===== src/rtl/rtprs_pkg.sv =====
// rtprs_pkg: shared types and constants of the RTP reorder sequencer.
// No dependencies.
`default_nettype none
package rtprs_pkg;

  // ring depth; widths of the head index and the fill counter follow from it
  localparam int SLOTS = 64;

  typedef enum logic [1:0] {
    FUNC_INSERT = 2'd0,
    FUNC_POP    = 2'd1,
    FUNC_FORCE  = 2'd2,
    FUNC_NONE   = 2'd3
  } func_e;

  typedef enum logic [2:0] {
    ST_IN_ORDER  = 3'd0,
    ST_SEQ_RESET = 3'd1,
    ST_OUT_ORDER = 3'd2,
    ST_REJECTED  = 3'd3,
    ST_DELIVERED = 3'd4,
    ST_EMPTY     = 3'd5,
    ST_WAITING   = 3'd6
  } status_e;

  typedef enum logic [2:0] {
    BK_IDLE,
    BK_READ,
    BK_SCAN,
    BK_EXEC,
    BK_CLEAR
  } back_state_e;

  localparam logic [6:0] WAIT_RESET = 7'd10;

  typedef struct packed {
    logic       is_insert;
    logic       forced;
    logic [15:0] seq;
    logic [15:0] tag;
  } cmd_t;

endpackage
`default_nettype wire


===== src/rtl/rtp_reorder_sequencer_unit.sv =====
// rtp_reorder_sequencer_unit: top level of the RTP reorder sequencer.
// Depends on rtprs_pkg, rtprs_front, rtprs_back.
//
// Usage:
//  - Command channel: pulse start with func_i/seq_i/tag_i while busy is low;
//    that edge is the transfer. func 0 inserts, 1 pops, 2 forces a pop,
//    3 is ignored and yields no result.
//  - Result channel: done_o is high for one cycle with status_o, out_seq_o,
//    out_tag_o, ext_seq_o, lost_total_o, head_ready_o and fill_o. The
//    receiver cannot stall; results must be taken in that cycle.
//  - Config channel: cfg_valid_i/cfg_ready_o write wait_threshold (reset 10).
//    Ready is high only while the back end is idle and the front queue is
//    empty, so a write never lands under a command in flight.
//  - Sequence: an insert or a pop that hits the head passes the queue, read,
//    scan and execute steps before done_o rises. A skipping pop scans the
//    valid bits one slot per cycle from the head before it executes.
//  - One command is in flight at a time; the one-entry front queue frees
//    when the back end executes, so busy drops in the done_o cycle and the
//    next transfer can follow at its end.
//  - Reset clears all slot valid bits, counters and the expected sequence
//    at once; slot contents need no clearing.
`default_nettype none
module rtp_reorder_sequencer_unit #(
  parameter int TAG_BITS = 16
) (
  input  wire logic        clk_i,
  input  wire logic        rst_ni,
  input  wire logic        start,
  output logic             busy,
  input  wire logic [1:0]  func_i,
  input  wire logic [15:0] seq_i,
  input  wire logic [15:0] tag_i,
  input  wire logic        cfg_valid_i,
  output logic             cfg_ready_o,
  input  wire logic [6:0]  cfg_data_i,
  output logic             done_o,
  output logic [2:0]       status_o,
  output logic [15:0]      out_seq_o,
  output logic [15:0]      out_tag_o,
  output logic [31:0]      ext_seq_o,
  output logic [31:0]      lost_total_o,
  output logic             head_ready_o,
  output logic [6:0]       fill_o
);
  logic [6:0]      thr_q;
  logic            q_valid, q_take, idle;
  rtprs_pkg::cmd_t q_cmd;

  assign cfg_ready_o = idle && !q_valid;
  always_ff @(posedge clk_i or negedge rst_ni) begin
    if (!rst_ni) thr_q <= rtprs_pkg::WAIT_RESET;
    else if (cfg_valid_i && cfg_ready_o) thr_q <= cfg_data_i;
  end

  rtprs_front u_front (
    .clk_i, .rst_ni, .start, .func_i, .seq_i, .tag_i, .busy,
    .q_valid_o(q_valid), .q_cmd_o(q_cmd), .q_take_i(q_take)
  );

  rtprs_back #(.TAG_BITS(TAG_BITS)) u_back (
    .clk_i, .rst_ni, .wait_thr_i(thr_q),
    .q_valid_i(q_valid), .q_cmd_i(q_cmd), .q_take_o(q_take), .idle_o(idle),
    .done_o, .status_o, .out_seq_o, .out_tag_o, .ext_seq_o, .lost_total_o,
    .head_ready_o, .fill_o
  );
endmodule
`default_nettype wire


===== src/rtl/rtprs_front.sv =====
// rtprs_front: accepts commands, drops unknown functions, holds a one-entry queue.
// Depends on rtprs_pkg.
`default_nettype none
module rtprs_front (
  input  wire logic              clk_i,
  input  wire logic              rst_ni,
  input  wire logic              start,
  input  wire logic [1:0]        func_i,
  input  wire logic [15:0]       seq_i,
  input  wire logic [15:0]       tag_i,
  output logic                   busy,
  output logic                   q_valid_o,
  output rtprs_pkg::cmd_t        q_cmd_o,
  input  wire logic              q_take_i
);
  logic            valid_q, valid_d;
  rtprs_pkg::cmd_t cmd_q;
  logic            acc;

  assign busy = valid_q;
  assign acc  = start && !valid_q;

  always_comb begin
    valid_d = valid_q;
    if (q_take_i) valid_d = 1'b0;
    if (acc && rtprs_pkg::func_e'(func_i) != rtprs_pkg::FUNC_NONE) valid_d = 1'b1;
  end

  always_ff @(posedge clk_i or negedge rst_ni) begin
    if (!rst_ni) valid_q <= 1'b0;
    else valid_q <= valid_d;
  end

  always_ff @(posedge clk_i) begin
    if (acc) begin
      cmd_q.is_insert <= rtprs_pkg::func_e'(func_i) == rtprs_pkg::FUNC_INSERT;
      cmd_q.forced    <= rtprs_pkg::func_e'(func_i) == rtprs_pkg::FUNC_FORCE;
      cmd_q.seq       <= seq_i;
      cmd_q.tag       <= tag_i;
    end
  end

  assign q_valid_o = valid_q;
  assign q_cmd_o   = cmd_q;
endmodule
`default_nettype wire


===== src/rtl/rtprs_back.sv =====
// rtprs_back: slot ring, scan for earliest, insert and pop execution.
// Depends on rtprs_pkg.
`default_nettype none
module rtprs_back #(
  parameter int TAG_BITS = 16
) (
  input  wire logic              clk_i,
  input  wire logic              rst_ni,
  input  wire logic [6:0]        wait_thr_i,
  input  wire logic              q_valid_i,
  input  rtprs_pkg::cmd_t        q_cmd_i,
  output logic                   q_take_o,
  output logic                   idle_o,
  output logic                   done_o,
  output logic [2:0]             status_o,
  output logic [15:0]            out_seq_o,
  output logic [15:0]            out_tag_o,
  output logic [31:0]            ext_seq_o,
  output logic [31:0]            lost_total_o,
  output logic                   head_ready_o,
  output logic [6:0]             fill_o
);
  localparam int SLOTS = rtprs_pkg::SLOTS;
  localparam int IW = (SLOTS > 1) ? $clog2(SLOTS) : 1;
  localparam int CW = $clog2(SLOTS + 1);
  localparam int TW = (TAG_BITS < 16) ? TAG_BITS : 16;

  rtprs_pkg::back_state_e st_q, st_d;
  logic [SLOTS-1:0] valid_q;
  logic [15:0]      mseq [SLOTS];
  logic [TW-1:0]    mtag [SLOTS];
  logic [15:0]      rd_seq_q;
  logic [TW-1:0]    rd_tag_q;
  logic [IW-1:0]    rd_addr;

  rtprs_pkg::cmd_t cmd_q;
  logic [15:0]   exp_q;
  logic          known_q;
  logic [IW-1:0] head_q, ix_q, scan_q;
  logic [CW-1:0] cnt_q;
  logic [15:0]   roll_q;
  logic [31:0]   last_q, lost_q;
  logic          found_q;

  logic          head_v;
  logic [6:0]    thr;
  logic [CW:0]   cnt_w;
  logic [IW-1:0] scan_ix;

  assign head_v  = valid_q[head_q];
  assign thr     = cmd_q.forced ? 7'd0 : wait_thr_i;
  assign cnt_w   = {1'b0, cnt_q};
  assign scan_ix = IW'((32'(head_q) + 32'(scan_q)) % SLOTS);

  // scan ends on the cycle that sees a valid slot, so the read of that
  // slot lands in rd_seq_q on the same edge
  always_comb begin
    st_d = st_q;
    case (st_q)
      rtprs_pkg::BK_IDLE: if (q_valid_i) st_d = rtprs_pkg::BK_READ;
      rtprs_pkg::BK_READ: st_d = rtprs_pkg::BK_SCAN;
      rtprs_pkg::BK_SCAN: begin
        if (found_q || valid_q[scan_ix] || scan_q == IW'(SLOTS - 1))
          st_d = rtprs_pkg::BK_EXEC;
      end
      rtprs_pkg::BK_EXEC: st_d = rtprs_pkg::BK_IDLE;
      default: st_d = rtprs_pkg::BK_IDLE;
    endcase
  end

  assign q_take_o = (st_q == rtprs_pkg::BK_EXEC);
  assign idle_o   = (st_q == rtprs_pkg::BK_IDLE);

  // read address: scan walks from the head; otherwise the chosen slot
  always_comb begin
    rd_addr = ix_q;
    if (st_q == rtprs_pkg::BK_SCAN) rd_addr = scan_ix;
  end

  // per-item command latch and scan
  always_ff @(posedge clk_i or negedge rst_ni) begin
    if (!rst_ni) begin
      st_q <= rtprs_pkg::BK_IDLE;
      scan_q <= '0; found_q <= 1'b0; ix_q <= '0; cmd_q <= '0;
    end else begin
      st_q <= st_d;
      case (st_q)
        rtprs_pkg::BK_IDLE: begin
          scan_q <= '0; found_q <= 1'b0; cmd_q <= q_cmd_i;
        end
        rtprs_pkg::BK_READ: begin
          ix_q    <= head_q;
          found_q <= cmd_q.is_insert || head_v;
        end
        rtprs_pkg::BK_SCAN: begin
          if (!found_q) begin
            if (valid_q[scan_ix]) begin
              found_q <= 1'b1; ix_q <= scan_ix;
            end else scan_q <= scan_q + IW'(1);
          end
        end
        default: ;
      endcase
    end
  end

  // slot memory: registered read, written in EXEC
  logic          wr_en;
  logic [IW-1:0] wr_ix;
  always_ff @(posedge clk_i) begin
    rd_seq_q <= mseq[rd_addr];
    rd_tag_q <= mtag[rd_addr];
    if (wr_en) begin
      mseq[wr_ix] <= cmd_q.seq;
      mtag[wr_ix] <= cmd_q.tag[TW-1:0];
    end
  end

  // execute step
  logic [15:0]   e_base, e_ofs;
  logic          e_far, e_late;
  logic [IW-1:0] e_ix;
  logic          pop_ok;
  logic [2:0]    st_code;
  logic [15:0]   hi;
  logic [15:0]   roll_n;
  logic [31:0]   ext;
  logic [15:0]   gap;
  logic [SLOTS-1:0] valid_n;
  logic [CW-1:0] cnt_n;

  assign e_base = known_q ? exp_q : cmd_q.seq;
  assign e_ofs  = cmd_q.seq - e_base;
  assign e_far  = e_ofs >= 16'(SLOTS);
  assign e_late = e_far && ({1'b0, e_ofs} + 17'(SLOTS) > 17'h10000);
  assign e_ix   = e_far ? head_q : IW'((32'(head_q) + 32'(e_ofs)) % SLOTS);
  assign hi     = last_q[31:16];
  // skipped numbers, modulo 2^16
  assign gap    = rd_seq_q - exp_q;

  always_comb begin
    valid_n = valid_q;
    cnt_n   = cnt_q;
    pop_ok  = 1'b0;
    wr_en   = 1'b0;
    wr_ix   = e_ix;
    st_code = rtprs_pkg::ST_IN_ORDER;
    roll_n  = roll_q;
    if (cmd_q.is_insert) begin
      if (e_late) st_code = rtprs_pkg::ST_REJECTED;
      else begin
        if (e_far) begin
          valid_n = '0; cnt_n = '0;
        end
        if (valid_n[e_ix]) st_code = rtprs_pkg::ST_REJECTED;
        else begin
          wr_en = (st_q == rtprs_pkg::BK_EXEC);
          valid_n[e_ix] = 1'b1;
          cnt_n = cnt_n + CW'(1);
          if (e_far) st_code = rtprs_pkg::ST_SEQ_RESET;
          else if (e_ix != head_q) st_code = rtprs_pkg::ST_OUT_ORDER;
        end
      end
    end else begin
      if (valid_q[head_q]) pop_ok = 1'b1;
      else if (cnt_q == '0) st_code = rtprs_pkg::ST_EMPTY;
      else if (cnt_w < (CW+1)'(thr)) st_code = rtprs_pkg::ST_WAITING;
      else if (!found_q) st_code = rtprs_pkg::ST_EMPTY;
      else pop_ok = 1'b1;
      if (pop_ok) begin
        st_code = rtprs_pkg::ST_DELIVERED;
        valid_n[ix_q] = 1'b0;
        cnt_n = cnt_q - CW'(1);
        if (roll_q < hi || (roll_q == hi && rd_seq_q < last_q[15:0]))
          roll_n = (rd_seq_q >= last_q[15:0]) ? hi : hi + 16'd1;
      end
    end
    ext = {roll_n, rd_seq_q};
  end

  always_ff @(posedge clk_i or negedge rst_ni) begin
    if (!rst_ni) begin
      valid_q <= '0; exp_q <= '0; known_q <= 1'b0; head_q <= '0; cnt_q <= '0;
      roll_q <= '0; last_q <= '0; lost_q <= '0; done_o <= 1'b0;
    end else begin
      done_o <= (st_q == rtprs_pkg::BK_EXEC);
      if (st_q == rtprs_pkg::BK_EXEC) begin
        valid_q <= valid_n;
        cnt_q   <= cnt_n;
        if (cmd_q.is_insert) begin
          if (!known_q) known_q <= 1'b1;
          if (!known_q || (e_far && !e_late)) exp_q <= cmd_q.seq;
        end else if (pop_ok) begin
          lost_q <= lost_q + {16'd0, gap};
          exp_q  <= rd_seq_q + 16'd1;
          head_q <= IW'((32'(ix_q) + 1) % SLOTS);
          roll_q <= roll_n;
          last_q <= ext;
        end
      end
    end
  end

  // result register; head_ready and fill use the post-step state
  logic [IW-1:0] head_n;
  assign head_n = (!cmd_q.is_insert && pop_ok) ? IW'((32'(ix_q) + 1) % SLOTS) : head_q;
  always_ff @(posedge clk_i) begin
    if (st_q == rtprs_pkg::BK_EXEC) begin
      status_o     <= st_code;
      out_seq_o    <= pop_ok ? rd_seq_q : 16'd0;
      out_tag_o    <= pop_ok ? 16'(rd_tag_q) : 16'd0;
      ext_seq_o    <= pop_ok ? ext : 32'd0;
      lost_total_o <= pop_ok ? lost_q + {16'd0, gap} : lost_q;
      head_ready_o <= valid_n[head_n];
      fill_o       <= 7'(cnt_n);
    end
  end
endmodule
`default_nettype wire

===== config.mk =====
export PLATFORM = sky130hd
export DESIGN_NAME = rtp_reorder_sequencer_unit
export DESIGN_NICKNAME = d
export VERILOG_FILES = /design/src/rtl/rtprs_pkg.sv /design/src/rtl/rtp_reorder_sequencer_unit.sv /design/src/rtl/rtprs_front.sv /design/src/rtl/rtprs_back.sv
export SDC_FILE = /design/constraint.sdc
export NUM_CORES = 2
export LEC_CHECK = 0
export CAP_MARGIN = 15
export CORE_MARGIN = 3
export CORE_UTILIZATION = 68
export DETAILED_ROUTE_END_ITERATION = 6
export DONT_BUFFER_PORTS = 1
export PLACE_DENSITY = 0.84
export SYNTH_ARGS = -nofsm -noshare
export SYNTH_HDL_FRONTEND = slang
export SYNTH_SLANG_ARGS = --single-unit
export TNS_END_PERCENT = 10

===== constraint.sdc =====
create_clock -name clk_i -period 20 [get_ports clk_i]
set_input_delay 4 -clock clk_i [delete_from_list [all_inputs] [get_ports clk_i]]
set_output_delay 4 -clock clk_i [all_outputs]
set_load 0.05 [all_outputs]

==> impl_metrics.json <==
{
  "outcome": "finished with violations",
  "violations": "design-rule violations, max-capacitance violations, max-slew violations",
  "cts-resized-gates": 0,
  "fillers": 7580,
  "fmax_mhz": 114,
  "cts_tree": "done",
  "hp-class": "flip-flop to flip-flop",
  "start_util_pct": 68.6,
  "seqCellArea_um2": 71400,
  "post-route-period-util_pct": 44.0,
  "cts_hold_buf": 0,
  "ys_seq_area_share_pct": 70.1,
  "grt_pass1_vias": 60600,
  "crit_path_start_kind": "flip-flop",
  "grt_pass1_wl_um": 467000,
  "die_height_um": 393,
  "slowest_delay_ns": 1.24,
  "slew_violations": 2,
  "cts.sinks": 2421,
  "post_cts_buffers": 0,
  "io_pins": 155,
  "crit_type": "flip-flop to flip-flop",
  "setup_viol": 0,
  "die_w_um": 393,
  "dr.pass1.iters": 7,
  "drt_iter0_markers": 11600,
  "io_buffers": 0,
  "num_vias": 63000,
  "rows": 141,
  "endpoint_kind": "flip-flop",
  "clkTransAtPathRegs_ns": 0.06,
  "hold_viol": 0,
  "ant_nets": 0,
  "path_cells": "nand2_1 > o21ai_0 > ha_1 > inv_1 > fa_1 > a21oi_1 > o211ai_1 > and4_1 > o21a_1 > a211o_1 > nor2_1 > a21oi_1 > nor2_1 > o21ai_0 > nor4_2 > o32ai_4 > a211oi_2 > nand2_1 > nor2_4",
  "max_slew.worst_pin.slew_ns": 1.70,
  "ys_types": 94,
  "p_leak_nw": 37.0,
  "synth_edf_count": 2173,
  "relSlewSlack_pct": -13.2,
  "synth-seq-cells": 2421,
  "cp_top_family": "simple AND/OR/NAND/NOR gates",
  "synth_area_per_cell_um2": 17.2,
  "cap_violations": 1,
  "clock_path_buffers": 3,
  "post-route-min-period_ns": 8.80,
  "cpMaxStageDelayCell": "nor2_4",
  "multi_input_area_um2": 29200,
  "numCtsBuffers": 221,
  "grt.overflow.total": 0,
  "synth-main-ff-cell": "edfxtp_1",
  "ys_async_sr_fraction_pct": 8.92,
  "path_buf_inv": 1,
  "rsz0062_at_grt": "no",
  "track_usage_pct": 43.9,
  "drc": 109,
  "irDropWorstVdd_mv": 0.208,
  "cp_data_arrival_time_ns": 9.30,
  "postPlaceCellArea_um2": 104000,
  "skew_ns": 0.124,
  "htree_levels": 4,
  "grt_max_degree": 217,
  "area_delta_synth_final_pct": 10.1,
  "antenna_found_initial": 28,
  "synth_area_um2": 102000,
  "crit_path_max_fanout": 32,
  "gp_routability_congestion": 1.06,
  "finalWirelength_um": 338000,
  "powerDensity_nw_per_um2": 178,
  "syn-instance-count": 5925,
  "setup-tns-final_ns": 0,
  "detail_route.wl_per_cell_um": 42.1,
  "required_ns": 20.50,
  "yosysWarnings": 0,
  "root_buffer": "clkbuf_16",
  "syn_nets": 6067,
  "clk-insertion-delay-late_ns": 0.91,
  "core_area_um2": 148000,
  "fin_area_um2": 112000,
  "vias_per_cell": 7.83,
  "drive_gt1_share_pct": 19.6,
  "dieArea_um2": 154000,
  "fin_nets": 6057,
  "dpl.hpwl_um": 175000
}
## cell families after synthesis
kind of cell	after synthesis	share of synthesized area [%]
simple gates	1069	5.10
flops	2421	70.1
compound gates	981	6.33
mux	761	14.2
buf+inv	453	1.80
xor+xnor	143	1.23
fa+ha+maj	97	1.23
## flip-flops by register name (all words and copies together) (netlist names), 3 cells and up
signal / cells
u_back.last_q: 32
u_front.q_cmd_o: 34
u_back.head_q: 6
u_back.exp_q: 16
u_back.lost_total_o: 32
u_back.ext_seq_o: 32
u_back.mseq: 1024
u_back.rd_tag_q: 16
u_back.lost_q: 32
u_back.out_tag_o: 16
u_back.scan_q: 6
u_back.status_o: 3
u_back.rd_seq_q: 16
u_back.mtag: 1024
u_back.cnt_q: 7
u_back.valid_q: 64
u_back.fill_o: 7
u_back.cmd_q: 34
thr_q: 7
u_back.ix_q: 6
## synth_stat cells, types with 7 or more instances
| cell type | n | share of area [%] |
|---|---|---|
| and3_1 | 39 | 0.24 |
| dfrtp_1 | 214 | 5.3 |
| inv_1 | 89 | 0.33 |
| clkbuf_1 | 231 | 0.85 |
| edfxtp_1 | 2173 | 64 |
| nor2_1 | 211 | 0.78 |
| buf_4 | 20 | 0.15 |
| dfxtp_1 | 32 | 0.63 |
| ha_1 | 92 | 1.1 |
| a22o_1 | 8 | 0.069 |
| a211oi_1 | 261 | 1.9 |
| o21ai_0 | 179 | 0.88 |
| nor4_1 | 15 | 0.092 |
| nand2b_1 | 25 | 0.15 |
| nor2b_1 | 143 | 0.88 |
| o221ai_1 | 8 | 0.069 |
| nand4_1 | 19 | 0.12 |
| a21o_1 | 55 | 0.41 |
| xor2_1 | 55 | 0.47 |
| buf_2 | 22 | 0.11 |
| o211ai_1 | 33 | 0.24 |
| o21a_1 | 8 | 0.059 |
| o21ai_1 | 12 | 0.059 |
| nand3b_1 | 9 | 0.066 |
| a31oi_1 | 28 | 0.17 |
| mux2_2 | 55 | 0.61 |
| o22ai_1 | 36 | 0.22 |
| or2_2 | 7 | 0.043 |
| xnor2_1 | 88 | 0.76 |
| o21bai_1 | 16 | 0.12 |
| nor3_1 | 32 | 0.16 |
| nand3_1 | 73 | 0.36 |
| a21oi_1 | 222 | 1.1 |
| buf_1 | 88 | 0.32 |
| mux2i_1 | 166 | 1.6 |
| and2_1 | 44 | 0.27 |
| and4_1 | 7 | 0.060 |
| mux4_2 | 538 | 12 |
| nand2_1 | 403 | 1.5 |
| a22oi_1 | 37 | 0.27 |
| or3_1 | 15 | 0.092 |
## area by class of cell
cell class,instances,area share [%]
flip-flops and latches,2421,63.8
multi-input cells,3051,26.1
clock buffers,288,5.32
well taps,1930,2.16
clock inverters,125,1.23
repair buffers,131,1.09
inverters,89,0.299
diodes,10,0.0224
## metal layers
layer / wire length, µm / track usage [%] / vias to the layer above
li1: - / - / 23600
met1: 106000 / 56.4 / 31200
met2: 151000 / 65.0 / 6601
met3: 49300 / 14.4 / 1532
met4: 31100 / 29.0 / 18
met5: 115 / 0 / -
## power breakdown
part           switching (W)  leakage (nW)  internal [W]
Clock                0.00202          3.56       0.00240
Sequential           0.00114          22.6       0.00651
Combinational        0.00515          10.8       0.00271
## metrics by stage
step / power (W) / hold slack [ns] / util, % / cells / setup slack (ns)
finish: 0.0199 / 0.476 / 75.5 / 8045 / 11.20
detailed placement: 0.0150 / 0.463 / 70.4 / 7609 / 11.50
floorplan: 0.0121 / 0.430 / - / 5925 / 12.75
CTS: 0.0195 / 0.480 / 75.3 / 8022 / 11.43
global route: 0.0203 / 0.494 / 75.5 / 8038 / 10.84
global placement: 0.0148 / 0.458 / 70.3 / 7606 / 11.59
## final timing paths
path / cells after the start / startpoint / endpoint / slack (ns)
setup / recovery: 19 / u_back.known_q$_DFFE_PN0P_ / u_back.mtag[32][3]$_DFFE_PP_ / 11.20
hold / removal: 1 / u_front.q_cmd_o[10]$_DFFE_PP_ / u_back.cmd_q[10]$_DFFE_PN0P_ / 0.48
setup reg to reg: 19 / u_back.known_q$_DFFE_PN0P_ / u_back.mtag[32][3]$_DFFE_PP_ / 11.20
hold reg to reg: 1 / u_front.q_cmd_o[10]$_DFFE_PP_ / u_back.cmd_q[10]$_DFFE_PN0P_ / 0.48
max in group asynchronous: 0 / rst_ni / u_back.cmd_q[10]$_DFFE_PN0P_ / 16.64
min in group asynchronous: 0 / rst_ni / u_back.valid_q[51]$_DFFE_PN0P_ / 2.86
## cell usage in the layout, fill, tap and decap left out, drive strengths merged, types with 8 or more instances in the layout
master,count
edfxtp,2173
nand3b,9
a211oi,263
xor2,55
nor2,212
o211ai,33
o221ai,8
nor2b,143
and4,8
a22o,8
o21a,8
nand2,403
buf,130
nor3,37
nand3,73
o22ai,37
o21ai,192
diode,10
mux2i,166
or3,15
o21bai,16
a21o,55
dfxtp,32
nand4,19
dfrtp,214
clkbuf,289
nand2b,25
a21oi,223
a31oi,28
xnor2,88
inv,96
mux2,57
and3,39
and2,45
ha,92
bufinv,22
clkinv,93
nor4,19
a22oi,37
mux4,538
Power figures use the tool's default switching activity.
